<file path="src/hw/rtl/id3fx_pkg.sv">
// ----------------------------------------------------------------------------
// id3fx_pkg
// Shared types and constants for the ID3v2.3 frame text extractor.
// ----------------------------------------------------------------------------
package id3fx_pkg;

  // Parser phase, one-hot.
  typedef enum logic [5:0] {
    PH_IDLE   = 6'b000001,
    PH_HEADER = 6'b000010,
    PH_FHEAD  = 6'b000100,
    PH_DATA   = 6'b001000,
    PH_SKIP   = 6'b010000,
    PH_DONE   = 6'b100000
  } phase_t;

  // Result event codes.
  localparam logic [1:0] EV_TEXT    = 2'd0;
  localparam logic [1:0] EV_EMPTY   = 2'd1;
  localparam logic [1:0] EV_NOT_ID3 = 2'd2;
  localparam logic [1:0] EV_TAG_END = 2'd3;

  // Field kinds, in the order of the wanted frame table.
  localparam logic [2:0] KIND_TITLE   = 3'd0;
  localparam logic [2:0] KIND_COMMENT = 3'd5;
  localparam int unsigned NUM_KINDS   = 6;

  localparam logic [31:0] WANTED_IDS [NUM_KINDS] = '{
    32'h5449_5432,  // TIT2
    32'h5450_4531,  // TPE1
    32'h5441_4C42,  // TALB
    32'h5459_4552,  // TYER
    32'h5443_4F4E,  // TCON
    32'h434F_4D4D   // COMM
  };

  localparam logic [7:0] MARK_I = 8'h49;
  localparam logic [7:0] MARK_D = 8'h44;
  localparam logic [7:0] MARK_3 = 8'h33;

  localparam logic [3:0]  HDR_LAST_IDX  = 4'd9;  // tag header and frame header are 10 bytes
  localparam logic [3:0]  SIZE_FIRST_IDX = 4'd6;
  localparam logic [31:0] TAG_HDR_LEN   = 32'd10;

  // Comment frame sub-phase.
  localparam logic [1:0] CP_LANG = 2'd0;
  localparam logic [1:0] CP_DESC = 2'd1;
  localparam logic [1:0] CP_TEXT = 2'd2;

endpackage

</file>
<file path="src/hw/rtl/id3v2_frame_text_extractor.sv">
// ----------------------------------------------------------------------------
// id3v2_frame_text_extractor
// Pulls the title, artist, album, year, genre and comment text out of an
// ID3v2.3 tag, one file byte per item.
// ----------------------------------------------------------------------------
// Usage: the input channel carries one file byte per item, with in_file_start
// set on the first byte of each file; bytes before the first file start are
// ignored. The result channel carries at most one item per input item: a text
// byte (with its field kind and a last-of-field flag), an empty-field marker,
// a not-ID3 marker or a tag-finished marker. Most bytes give no result.
// Path: a byte waits in the input register, and its result leaves through the
// output register.
// Throughput: one byte per cycle unless the receiver stalls; every byte needs
// only compares, a shift of the frame ID or size and a counter update, all done
// in a single pass between the input register and the output register.
// Stalls: with a result waiting and stalled, an empty input register still takes
// one more byte; in_stall is high while it holds one, until the result is taken.
// Reset: the parser returns to idle and both registers empty; no clearing pass
// is needed.
// ----------------------------------------------------------------------------
module id3v2_frame_text_extractor #(
  parameter int unsigned WANTED_FRAMES = 6
) (
  input  logic       clk,
  input  logic       rst_n,
  input  logic       in_valid,
  output logic       in_stall,
  input  logic [7:0] in_data_byte,
  input  logic       in_file_start,
  output logic       out_valid,
  input  logic       out_stall,
  output logic [1:0] out_event_res,
  output logic [2:0] out_field_kind,
  output logic [7:0] out_text_byte,
  output logic       out_last_of_field
);
  import id3fx_pkg::*;

  localparam logic [2:0] FRAMES_MAX = 3'(WANTED_FRAMES);

  // Input register.
  logic       s1_valid_r;
  logic [7:0] s1_byte_r;
  logic       s1_start_r;

  // Parser state.
  phase_t      phase_r, phase_nxt;
  logic [3:0]  byte_count_r, byte_count_nxt;
  logic [27:0] tag_length_r, tag_length_nxt;
  logic [31:0] file_position_r, file_position_nxt;
  logic [31:0] frame_ident_r, frame_ident_nxt;
  logic [31:0] bytes_left_r, bytes_left_nxt;
  logic [1:0]  data_idx_r, data_idx_nxt;   // data byte index, saturating at 3
  logic [2:0]  current_kind_r, current_kind_nxt;
  logic [2:0]  frames_taken_r, frames_taken_nxt;
  logic [1:0]  comment_phase_r, comment_phase_nxt;
  logic        text_stopped_r, text_stopped_nxt;

  // Output register.
  logic       out_valid_r;
  logic [1:0] out_event_r;
  logic [2:0] out_kind_r;
  logic [7:0] out_text_r;
  logic       out_last_r;

  // Result of the byte in the input register.
  logic       res_valid;
  logic [1:0] res_event;
  logic [2:0] res_kind;
  logic [7:0] res_text;
  logic       res_last;

  logic proc;
  logic out_blocked;

  // The byte in the input register is consumed unless a result is waiting
  // and stalled.
  assign out_blocked = out_valid_r && out_stall;
  assign proc        = s1_valid_r && !out_blocked;
  assign in_stall    = s1_valid_r && out_blocked;

  // Parser step for one byte. A file start wipes the state first, and the
  // byte is then taken as header byte 0.
  always_comb begin
    phase_t      ph;
    logic [3:0]  bc;
    logic [27:0] tl;
    logic [31:0] pos;
    logic [31:0] fid;
    logic [31:0] bl;
    logic [1:0]  di;
    logic [2:0]  ck;
    logic [2:0]  ft;
    logic [1:0]  cp;
    logic        ts;
    logic [7:0]  b;
    logic        found;
    logic [2:0]  kind_hit;
    logic        last;
    logic        texting;
    logic [7:0]  mark;

    b  = s1_byte_r;
    ph = phase_r;
    bc = byte_count_r;
    tl = tag_length_r;
    pos = file_position_r;
    fid = frame_ident_r;
    bl = bytes_left_r;
    di = data_idx_r;
    ck = current_kind_r;
    ft = frames_taken_r;
    cp = comment_phase_r;
    ts = text_stopped_r;
    if (s1_start_r) begin
      ph = PH_HEADER;
      bc = '0;
      tl = '0;
      pos = '0;
      fid = '0;
      bl = '0;
      di = '0;
      ck = '0;
      ft = '0;
      cp = '0;
      ts = 1'b0;
    end

    phase_nxt         = ph;
    byte_count_nxt    = bc;
    tag_length_nxt    = tl;
    file_position_nxt = pos;
    frame_ident_nxt   = fid;
    bytes_left_nxt    = bl;
    data_idx_nxt      = di;
    current_kind_nxt  = ck;
    frames_taken_nxt  = ft;
    comment_phase_nxt = cp;
    text_stopped_nxt  = ts;

    res_valid = 1'b0;
    res_event = EV_TEXT;
    res_kind  = KIND_TITLE;
    res_text  = 8'd0;
    res_last  = 1'b0;

    found    = 1'b0;
    kind_hit = KIND_TITLE;
    for (int k = NUM_KINDS - 1; k >= 0; k--) begin
      if (fid == WANTED_IDS[k]) begin
        found    = 1'b1;
        kind_hit = 3'(k);
      end
    end

    last = (bl == 32'd1);
    texting = (ck == KIND_COMMENT) ? (cp == CP_TEXT) : (di != 2'd0);

    case (bc[1:0])
      2'd0:    mark = MARK_I;
      2'd1:    mark = MARK_D;
      default: mark = MARK_3;
    endcase

    if (ph != PH_IDLE && ph != PH_DONE) begin
      if (pos != '1) begin
        file_position_nxt = pos + 32'd1;
      end
    end

    unique case (ph)
      PH_HEADER: begin
        if (bc < 4'd3 && b != mark) begin
          phase_nxt = PH_DONE;
          res_valid = 1'b1;
          res_event = EV_NOT_ID3;
        end else begin
          if (bc >= SIZE_FIRST_IDX) begin
            tag_length_nxt = {tl[20:0], b[6:0]};
          end
          if (bc == HDR_LAST_IDX) begin
            phase_nxt      = PH_FHEAD;
            byte_count_nxt = '0;
          end else begin
            byte_count_nxt = bc + 4'd1;
          end
        end
      end
      PH_FHEAD: begin
        if (bc == 4'd0 &&
            (ft >= FRAMES_MAX || pos >= 32'(tl) + TAG_HDR_LEN || b == 8'd0)) begin
          phase_nxt = PH_DONE;
          res_valid = 1'b1;
          res_event = EV_TAG_END;
        end else if (bc != HDR_LAST_IDX) begin
          if (bc == 4'd0) begin
            frame_ident_nxt = {24'd0, b};
          end else if (bc < 4'd4) begin
            frame_ident_nxt = {fid[23:0], b};
          end else if (bc == 4'd4) begin
            bytes_left_nxt = {24'd0, b};
          end else if (bc < 4'd8) begin
            bytes_left_nxt = {bl[23:0], b};
          end
          byte_count_nxt = bc + 4'd1;
        end else begin
          // Last flag byte: the frame ID and size are complete.
          byte_count_nxt = '0;
          data_idx_nxt   = '0;
          if (!found) begin
            phase_nxt = (bl != 32'd0) ? PH_SKIP : PH_FHEAD;
          end else begin
            current_kind_nxt  = kind_hit;
            frames_taken_nxt  = ft + 3'd1;
            comment_phase_nxt = CP_LANG;
            text_stopped_nxt  = 1'b0;
            if (bl == 32'd0) begin
              // An empty wanted frame still ends its field once.
              phase_nxt        = PH_FHEAD;
              text_stopped_nxt = 1'b1;
              res_valid        = 1'b1;
              res_event        = EV_EMPTY;
              res_kind         = kind_hit;
            end else begin
              phase_nxt = PH_DATA;
            end
          end
        end
      end
      PH_SKIP: begin
        bytes_left_nxt = bl - 32'd1;
        if (last) begin
          phase_nxt = PH_FHEAD;
        end
      end
      PH_DATA: begin
        bytes_left_nxt = bl - 32'd1;
        if (di != 2'd3) begin
          data_idx_nxt = di + 2'd1;
        end
        if (last) begin
          phase_nxt = PH_FHEAD;
        end
        if (!ts) begin
          if (texting) begin
            res_valid = 1'b1;
            res_kind  = ck;
            if (b == 8'd0) begin
              text_stopped_nxt = 1'b1;
              res_event        = EV_EMPTY;
            end else begin
              text_stopped_nxt = last;
              res_event        = EV_TEXT;
              res_text         = b;
              res_last         = last;
            end
          end else begin
            if (ck == KIND_COMMENT) begin
              if (cp == CP_LANG) begin
                if (di == 2'd3) begin
                  comment_phase_nxt = CP_DESC;
                end
              end else if (b == 8'd0) begin
                comment_phase_nxt = CP_TEXT;
              end
            end
            if (last) begin
              text_stopped_nxt = 1'b1;
              res_valid        = 1'b1;
              res_event        = EV_EMPTY;
              res_kind         = ck;
            end
          end
        end
      end
      default: begin
      end
    endcase
  end

  // Input register.
  always_ff @(posedge clk) begin
    if (!rst_n) begin
      s1_valid_r <= 1'b0;
    end else if (!in_stall) begin
      s1_valid_r <= in_valid;
    end
  end

  always_ff @(posedge clk) begin
    if (in_valid && !in_stall) begin
      s1_byte_r  <= in_data_byte;
      s1_start_r <= in_file_start;
    end
  end

  // Parser state advances once per consumed byte.
  always_ff @(posedge clk) begin
    if (!rst_n) begin
      phase_r         <= PH_IDLE;
      byte_count_r    <= '0;
      tag_length_r    <= '0;
      file_position_r <= '0;
      frame_ident_r   <= '0;
      bytes_left_r    <= '0;
      data_idx_r      <= '0;
      current_kind_r  <= '0;
      frames_taken_r  <= '0;
      comment_phase_r <= '0;
      text_stopped_r  <= 1'b0;
    end else if (proc) begin
      phase_r         <= phase_nxt;
      byte_count_r    <= byte_count_nxt;
      tag_length_r    <= tag_length_nxt;
      file_position_r <= file_position_nxt;
      frame_ident_r   <= frame_ident_nxt;
      bytes_left_r    <= bytes_left_nxt;
      data_idx_r      <= data_idx_nxt;
      current_kind_r  <= current_kind_nxt;
      frames_taken_r  <= frames_taken_nxt;
      comment_phase_r <= comment_phase_nxt;
      text_stopped_r  <= text_stopped_nxt;
    end
  end

  // Output register.
  always_ff @(posedge clk) begin
    if (!rst_n) begin
      out_valid_r <= 1'b0;
    end else if (proc) begin
      out_valid_r <= res_valid;
    end else if (!out_stall) begin
      out_valid_r <= 1'b0;
    end
  end

  always_ff @(posedge clk) begin
    if (proc && res_valid) begin
      out_event_r <= res_event;
      out_kind_r  <= res_kind;
      out_text_r  <= res_text;
      out_last_r  <= res_last;
    end
  end

  assign out_valid         = out_valid_r;
  assign out_event_res     = out_event_r;
  assign out_field_kind    = out_kind_r;
  assign out_text_byte     = out_text_r;
  assign out_last_of_field = out_last_r;

  // A stall toward the sender only ever comes from a held byte.
  a_stall_needs_byte: assert property (@(posedge clk) disable iff (!rst_n)
    in_stall |-> s1_valid_r)
    else $error("in_stall raised with an empty input register");

  // A not-ID3 or tag-finished result always leaves the parser finished.
  a_end_is_done: assert property (@(posedge clk) disable iff (!rst_n)
    proc && res_valid && (res_event == EV_NOT_ID3 || res_event == EV_TAG_END)
    |=> phase_r == PH_DONE)
    else $error("walk end reported but parser not finished");

  // A text byte is never the NUL that ends a field.
  a_text_nonzero: assert property (@(posedge clk) disable iff (!rst_n)
    out_valid_r && out_event_r == EV_TEXT |-> out_text_r != 8'd0)
    else $error("NUL delivered as a text byte");

  // The frame count never runs past the configured limit.
  a_frames_bound: assert property (@(posedge clk) disable iff (!rst_n)
    frames_taken_r <= FRAMES_MAX)
    else $error("more wanted frames taken than allowed");

endmodule

</file>
<file path="config.mk">
export PLATFORM = sky130hd
export DESIGN_NAME = id3v2_frame_text_extractor
export DESIGN_NICKNAME = d
export VERILOG_FILES = /design/src/hw/rtl/id3fx_pkg.sv /design/src/hw/rtl/id3v2_frame_text_extractor.sv
export SDC_FILE = /design/constraint.sdc
export NUM_CORES = 1
export LEC_CHECK = 0
export BUFFER_PORTS_ARGS = -buffer_cell sky130_fd_sc_hd__buf_2
export CORE_MARGIN = 2
export CORE_UTILIZATION = 40
export CTS_CLUSTER_DIAMETER = 60
export CTS_CLUSTER_SIZE = 14
export DETAILED_ROUTE_END_ITERATION = 8
export PLACE_DENSITY = 0.61
export REMOVE_ABC_BUFFERS = 1
export SKIP_CTS_REPAIR_TIMING = 1
export SLEW_MARGIN = 30
export SYNTH_ARGS = -nofsm -noshare
export SYNTH_HDL_FRONTEND = slang
export SYNTH_SLANG_ARGS = --single-unit
export TNS_END_PERCENT = 50
</file>
<file path="constraint.sdc">
create_clock -name clk -period 7.1 [get_ports clk]
set_input_delay 2.13 -clock clk [delete_from_list [all_inputs] [get_ports clk]]
set_output_delay 2.13 -clock clk [all_outputs]
set_load 0.01 [all_outputs]
</file>
==> flow_summary.ini, run 1 <==
[route]
drc = 0
via_per_inst = 6.099
avgRoutedWirePerCell_um = 19.21
drt_iter0_drc = 1219
drt_pass1_iterations = 7
wirelength_um = 31180
vias = 9898
ant_nets = 0

[pwr]
internal_power_mw = 1.486
p_sw_uw = 575.5
pwr-share-seq_pct = 48.3
total_leakage_power_nw = 4.080
totalPowerFinal_mw = 2.062
swShare_pct = 27.91
max-vdd-ir-drop_uv = 156.5
p_comb_share_pct = 5.9
pwr-share-clk_pct = 45.7
p_per_area_nw_per_um2 = 182.5

[cts]
clk_path_buf_depth = 2
clock_latency_ns = 0.44
path_clk_slew_ns = 0.08
cts_tree = built
cts_buffers = 17
cts_sinks = 170
cts_root_buf = clkbuf_16
htreeDepth = 4

[hold_path]
whs_path_depth = 1
hold_class = flip-flop to flip-flop
min_from = frame_ident_r[30]$_SDFFE_PN0P_
hold_end = frame_ident_r[30]$_SDFFE_PN0P_

[global_routing]
overflow = 0
antenna_found_initial = 0
grt_pass1_wl_um = 50280
grt_usage_pct = 23.36
grt_max_degree = 121
grt_pass1_vias = 9128

[cells_and_area]
syn_to_final_growth_pct = 9.585
stdcell_area_um2 = 11300
layout-drive-gt1-share_pct = 8.121
fill_cells = 2551
finish.utilization_pct = 44.75
multi_input_area_um2 = 6329
diodes = 0
nNetsFinal = 1325
regArea_um2 = 3633

[yosys]
yosysSeqAreaShare_pct = 35.23
async_flop_share_pct = 0
synth_common_cells = 152 x nor2_1, 147 x dfxtp_1, 147 x nand2_1, 84 x a21oi_1, 68 x o21ai_0
synth-edff-count = 23
yosysUniqueCellTypes = 77
synth-seq-cells = 170
syn_area_per_cell_um2 = 7.957
synth_flop_cell = dfxtp_1
syn_inst = 1296
synth_most_common_cell = nor2_1
syn_area_um2 = 10310
yosysWarnings = 0
synth.area.top_cells = dfxtp_1 29%, edfxtp_1 6.7%, nor2_1 5.5%, nand2_1 5.4%, a21oi_1 4.1%
synth_top_area_share_pct = 28.54
yosys.area.top_type = dfxtp_1

[setup_path]
critPathBufInv = 0
reg2reg_depth = 19
max_stage_delay_ns = 0.75
r2r-start = tag_length_r[1]$_SDFFE_PN0P_
cp.arrival_ns = 6.17
critPathMaxFanout = 24
endpoint_kind = flip-flop
r2r_slack_ns = 1.30
path_class = flip-flop to flip-flop
worst_r2r_endpoint = frame_ident_r[18]$_SDFFE_PN0P_
slowest_stage = and2_1
cp-start-kind = flip-flop
crit_family = simple AND/OR/NAND/NOR gates
cp.required_ns = 7.48
crit_chain = a21o_1 -> and4_1 -> nand4_1 -> nor4_4 -> nand3_1 -> nor4_2 -> nand3_1 -> xnor2_1 -> nand2_1 -> ha_1 -> a21oi_1 -> o21ai_0 -> a2111oi_1 -> nand2_1 -> nor4_2 -> nor2_2 -> nor3_4 -> and2_1 -> a32o_1

[timing]
max_slew_margin_pct = 36.74
skew_ns = 0.01818
fin_crit_sh_pct = 81.63
slew_violations = 0
setup_viol = 0
max_freq_mhz = 172.5
worst_pin_slew_ns = 0.9357
rsz0062_at_grt = no
hold_violations = 0
post-route-min-period_ns = 5.796

[placed_design]
post-dp-hpwl_um = 20760
io_buffers = 28
gp_congestion = 0.8936
postPlaceCellArea_um2 = 10700

[die]
core-area_um2 = 25250
num_rows = 58
initial_utilization_pct = 40.83
die_x_um = 164.6
die_h_um = 164.6
die_area_um2 = 27080
ios = 29

[run_status]
status = completed

[run]
drv_cap = 0
-- logic make-up (layout without fill, tap and decap cells) --
logic type                 count (synthesis)  count (layout)  synth area share, %
xor gates and xnor gates                  65              65                5.521
DFF                                      170             170                35.23
and+or+nand+nor                          587             587                29.09
buffers and inverters                     93              90                3.725
AOI/OAI and AO/OA                        341             341                21.74
adders and majority gates                 32              32                3.883
muxes                                      8               8               0.8008
-- layer usage --
layer / up-vias / part of all wire [%] / track usage [%]
met4: 0 / 2.1 / 6.759
met1: 4778 / 47 / 33.24
li1: 4691 / - / -
met5: - / 0 / 0
met3: 54 / 6.9 / 4.169
met2: 375 / 45 / 36.15
-- worst max path at each step --
stage	from	endpoint	cells past startpoint
floorplan	s1_start_r$_DFFE_PP_	frame_ident_r[0]$_SDFFE_PN0P_	18
global placement	tag_length_r[1]$_SDFFE_PN0P_	frame_ident_r[18]$_SDFFE_PN0P_	19
detailed placement	tag_length_r[1]$_SDFFE_PN0P_	frame_ident_r[18]$_SDFFE_PN0P_	19
CTS	tag_length_r[1]$_SDFFE_PN0P_	frame_ident_r[18]$_SDFFE_PN0P_	19
global route	tag_length_r[1]$_SDFFE_PN0P_	frame_ident_r[18]$_SDFFE_PN0P_	19
finish	tag_length_r[1]$_SDFFE_PN0P_	frame_ident_r[18]$_SDFFE_PN0P_	19
-- worst register-to-register path, stage by stage, from the launching register on --
cell       delay (ns)
dfxtp_1          0.47
a21o_1           0.18
and4_1           0.26
nand4_1          0.23
nor4_4           0.40
nand3_1          0.22
nor4_2           0.44
nand3_1          0.16
xnor2_1          0.16
nand2_1          0.07
ha_1             0.33
a21oi_1          0.14
o21ai_0          0.12
a2111oi_1        0.68
nand2_1          0.14
nor4_2           0.23
nor2_2           0.12
nor3_4           0.37
and2_1           0.75
a32o_1           0.27
-- layout by cell type, fill, tap and decap left out, types with 37 or more instances in the layout --
cell and n:
a21oi_1 83, a22o_1 38, a22oi_1 44, dfxtp_1 147, nand2_1 147, nand3_1 46, nor2_1 150, nor2b_1 44
nor3_1 39, o21ai_0 67, xnor2_1 37
-- power by group through the flow --
stage          clock [mW]  sequential, mW  combinational, mW
3_5_place_dp            0            1.02              0.120
2_1_floorplan           0            1.02             0.0663
5_1_grt             0.997           0.997              0.133
3_3_place_gp            0            1.02              0.119
6_report            0.943           0.997              0.123
4_1_cts             0.957           0.996              0.120
-- sequential cells by signal, indices dropped and copies added (netlist names), 2 cells and up --
register         flops
comment_phase_r      2
out_text_byte        8
s1_byte_r            8
out_event_res        2
out_field_kind       3
byte_count_r         4
frames_taken_r       3
file_position_r     32
current_kind_r       3
tag_length_r        28
data_idx_r           2
phase_r              6
bytes_left_r        32
frame_ident_r       32
-- cell type report --
type	instances	share of cell area, %
clock buffers	17	3.764
clock inverters	15	1.517
inverters	13	0.4318
multi-input cells	1033	56.00
flip-flops and latches	170	32.15
well taps	330	3.654
repair buffers	45	2.480
-- through the flow --
stage / setup WS, ns / cells / hold WS (ns) / TNS, ns
after floorplan: -0.6871 / 1216 / 0.4390 / -21.92
after global placement: 1.561 / 1591 / 0.4545 / 0
after detailed placement: 1.425 / 1591 / 0.4601 / 0
after CTS: 1.365 / 1623 / 0.4753 / 0
after global routing: 0.9344 / 1623 / 0.5135 / 0
final: 1.304 / 1623 / 0.4753 / 0
No activity file was read; power rests on OpenSTA's default activity.
==> run 2: changes to the inputs <==
--- a/config.mk
+++ b/config.mk
@@ -5,6 +5,7 @@
 export SDC_FILE = /design/constraint.sdc
 export NUM_CORES = 1
 export LEC_CHECK = 0
+export ABC_AREA = 1
 export BUFFER_PORTS_ARGS = -buffer_cell sky130_fd_sc_hd__buf_2
 export CORE_MARGIN = 2
 export CORE_UTILIZATION = 40
==> constraint.sdc (replaced) <==
create_clock -name clk -period 5.8 [get_ports clk]
set_input_delay 1.74 -clock clk [delete_from_list [all_inputs] [get_ports clk]]
set_output_delay 1.74 -clock clk [all_outputs]
set_load 0.01 [all_outputs]
==> run 2 against run 1 <==
Power increased by 29%. Cell count increased by 50%. Core utilization decreased by 1.2 points. Maximum frequency increased by 21%. Critical path depth increased by 7. Design area increased by 22%. Clock-buffer cell count increased by 1. Critical path type unchanged. Largest cell class unchanged.
==> flow_summary.ini, run 2 <==
[pwr]
p_sw_uw = 799.6
total_leakage_power_nw = 5.637
p_per_area_nw_per_um2 = 193.6
pwr-share-seq_pct = 46.7
p_comb_share_pct = 9.8
internal_power_mw = 1.860
swShare_pct = 30.07
pwr-share-clk_pct = 43.5
max-vdd-ir-drop_uv = 209.1

[setup_path]
path_class = flip-flop to flip-flop
cp.arrival_ns = 5.15
slowest_stage = nand3_2
r2r-start = s1_start_r$_DFFE_PP_
critPathMaxFanout = 47
cp-startpoint = s1_start_r$_DFFE_PP_
cp-start-kind = flip-flop
endpoint_kind = flip-flop
critical_path.most_common_cell = nand2_1
cp.required_ns = 6.15
max_stage_delay_ns = 0.62

[cells_and_area]
stdcell_area_um2 = 13740
syn_to_final_growth_pct = 6.914
layout-drive-gt1-share_pct = 9.606
fill_cells = 3356
multi_input_area_um2 = 7612
diodes = 0
final_cell_mix = 482 x nand2_1, 279 x inv_1, 210 x nor2_1, 178 x a21oi_1, 147 x dfxtp_1
nNetsFinal = 2062
layout_commonest_cell = nand2_1
fin_cells = 2432
top_regs = bytes_left_r x32, file_position_r x32, frame_ident_r x32
regArea_um2 = 3633

[hold_path]
min_from = tag_length_r[4]$_SDFFE_PN0P_
hold_class = flip-flop to flip-flop

[cts]
path_clk_slew_ns = 0.08
cts_root_buf = clkbuf_16
htreeDepth = 4
cts_tree = built
cts_sinks = 170
clock_latency_ns = 0.46
cts_buffers = 17
clk_path_buf_depth = 2

[yosys]
syn_inst = 2046
async_flop_share_pct = 0
synth_top_area_share_pct = 22.90
yosysWarnings = 0
yosys.area.top_type = dfxtp_1
yosysSeqAreaShare_pct = 28.28
synth-seq-cells = 170
synth.area.top_cells = dfxtp_1 23%, nand2_1 14%, inv_1 8.2%, a21oi_1 6.9%, nor2_1 6.2%
synth-edff-count = 23
yosysUniqueCellTypes = 54
synth_most_common_cell = nand2_1
syn_area_per_cell_um2 = 6.280
synth_common_cells = 482 x nand2_1, 280 x inv_1, 211 x nor2_1, 178 x a21oi_1, 147 x dfxtp_1
synth_flop_cell = dfxtp_1
syn_area_um2 = 12850

[route]
wirelength_um = 38620
via_per_inst = 5.490
highest_layer = met4
vias = 13350
drt_iter0_drc = 819
ant_nets = 0
drt_pass1_iterations = 7
routed-wl-met2_um = 17840
drc = 0
wl_met3_um = 2033
met1_length_um = 18080
avgRoutedWirePerCell_um = 15.88

[timing]
rsz0062_at_grt = no
hold_violations = 0
setup_viol = 0
worst_pin_slew_ns = 0.8995
post-route-min-period_ns = 4.795
max_slew_margin_pct = 39.97
slew_violations = 0
fin_crit_sh_pct = 82.68
skew_ns = 0.02132
max_freq_mhz = 208.5

[global_routing]
grt_pass1_vias = 12600
grt_usage_pct = 23.18
grt_pass1_wl_um = 63600
antenna_found_initial = 0
grt_max_degree = 76
overflow = 0

[die]
ios = 29
die_h_um = 183.2
die_x_um = 183.2
die_area_um2 = 33580
num_rows = 65
initial_utilization_pct = 40.72
core-area_um2 = 31560

[placed_design]
io_buffers = 28
numPlacedInstances = 2400
postPlaceCellArea_um2 = 13160
post-dp-hpwl_um = 26750
gp_congestion = 0.9181

[run_status]
status = completed

[run]
drv_cap = 0
==> run 2: changes by cell type after synthesis, sizes merged, moves of 30 or more <==
| cell | previous run | this run |
|---|---|---|
| nand2 | 147 | 507 |
| inv | 13 | 305 |
| a21oi | 84 | 179 |
| nor2 | 153 | 247 |
| nand3 | 46 | 122 |
| o211ai | 7 | 53 |
| a22oi | 44 | 0 |
| nor2b | 44 | 0 |
| o21ai | 81 | 120 |
| a22o | 38 | 0 |
| nand4 | 16 | 50 |
| xnor2 | 37 | 7 |
==> run 2: worst paths after layout <==
kind	end	slack [ns]	depth (start not counted)
worst max-delay path	frame_ident_r[28]$_SDFFE_PN0P_	1.00	26
worst min-delay path	tag_length_r[4]$_SDFFE_PN0P_	0.46	2
worst max register to register	frame_ident_r[28]$_SDFFE_PN0P_	1.00	26
worst min register to register	tag_length_r[4]$_SDFFE_PN0P_	0.46	2
==> run 2: logic make-up after synthesis <==
kind of cell	synth area share [%]
xor+xnor	1.909
fa+ha+maj	3.116
buf+inv	12.62
flops	28.28
compound gates	18.01
simple gates	36.07
==> run 2: power groups by stage <==
| stage | clock network, mW | logic (mW) | registers (mW) |
|---|---|---|---|
| final | 1.16 | 0.261 | 1.24 |
| after global routing | 1.22 | 0.293 | 1.24 |
| after CTS | 1.18 | 0.259 | 1.24 |
| after detailed placement | 0 | 0.257 | 1.27 |
| after global placement | 0 | 0.254 | 1.27 |
| after floorplan | 0 | 0.169 | 1.27 |
==> run 2: layout make-up <==
class | count | share of cell area [%]
clock buffers | 18 | 3.124
inverters | 308 | 8.488
multi-input cells | 1478 | 55.41
flip-flops and latches | 170 | 26.45
repair buffers | 42 | 1.785
clock inverters | 14 | 1.084
well taps | 402 | 3.661
==> run 2: critical path: cells and delay by family, from the launching register on <==
| kind | cells | cell delay [ns] |
|---|---|---|
| DFF | 1 | 0.46 |
| xor gates and xnor gates | 1 | 0.15 |
| and+or+nand+nor | 15 | 2.53 |
| buffers and inverters | 4 | 0.52 |
| AOI/OAI and AO/OA | 5 | 0.70 |
| adders and majority gates | 1 | 0.30 |
==> run 2: per-layer routing <==
| layer | vias up | GRT usage (%) |
|---|---|---|
| li1 | 6690 | - |
| met1 | 6235 | 30.82 |
| met2 | 367 | 38.62 |
| met3 | 60 | 3.952 |
| met4 | 0 | 6.656 |
| met5 | - | 0 |
==> run 2: per-stage QoR <==
stage	setup TNS (ns)	setup slack, ns	util (%)	hold slack [ns]	power (mW)
6_report	0	1.005	43.54	0.4641	2.659
5_1_grt	0	0.4775	43.54	0.4813	2.761
4_1_cts	0	1.037	43.54	0.4674	2.683
3_5_place_dp	0	1.063	41.71	0.4555	1.525
3_3_place_gp	0	1.208	41.67	0.4518	1.521
2_1_floorplan	-535.13	-5.285	-	0.4453	1.437
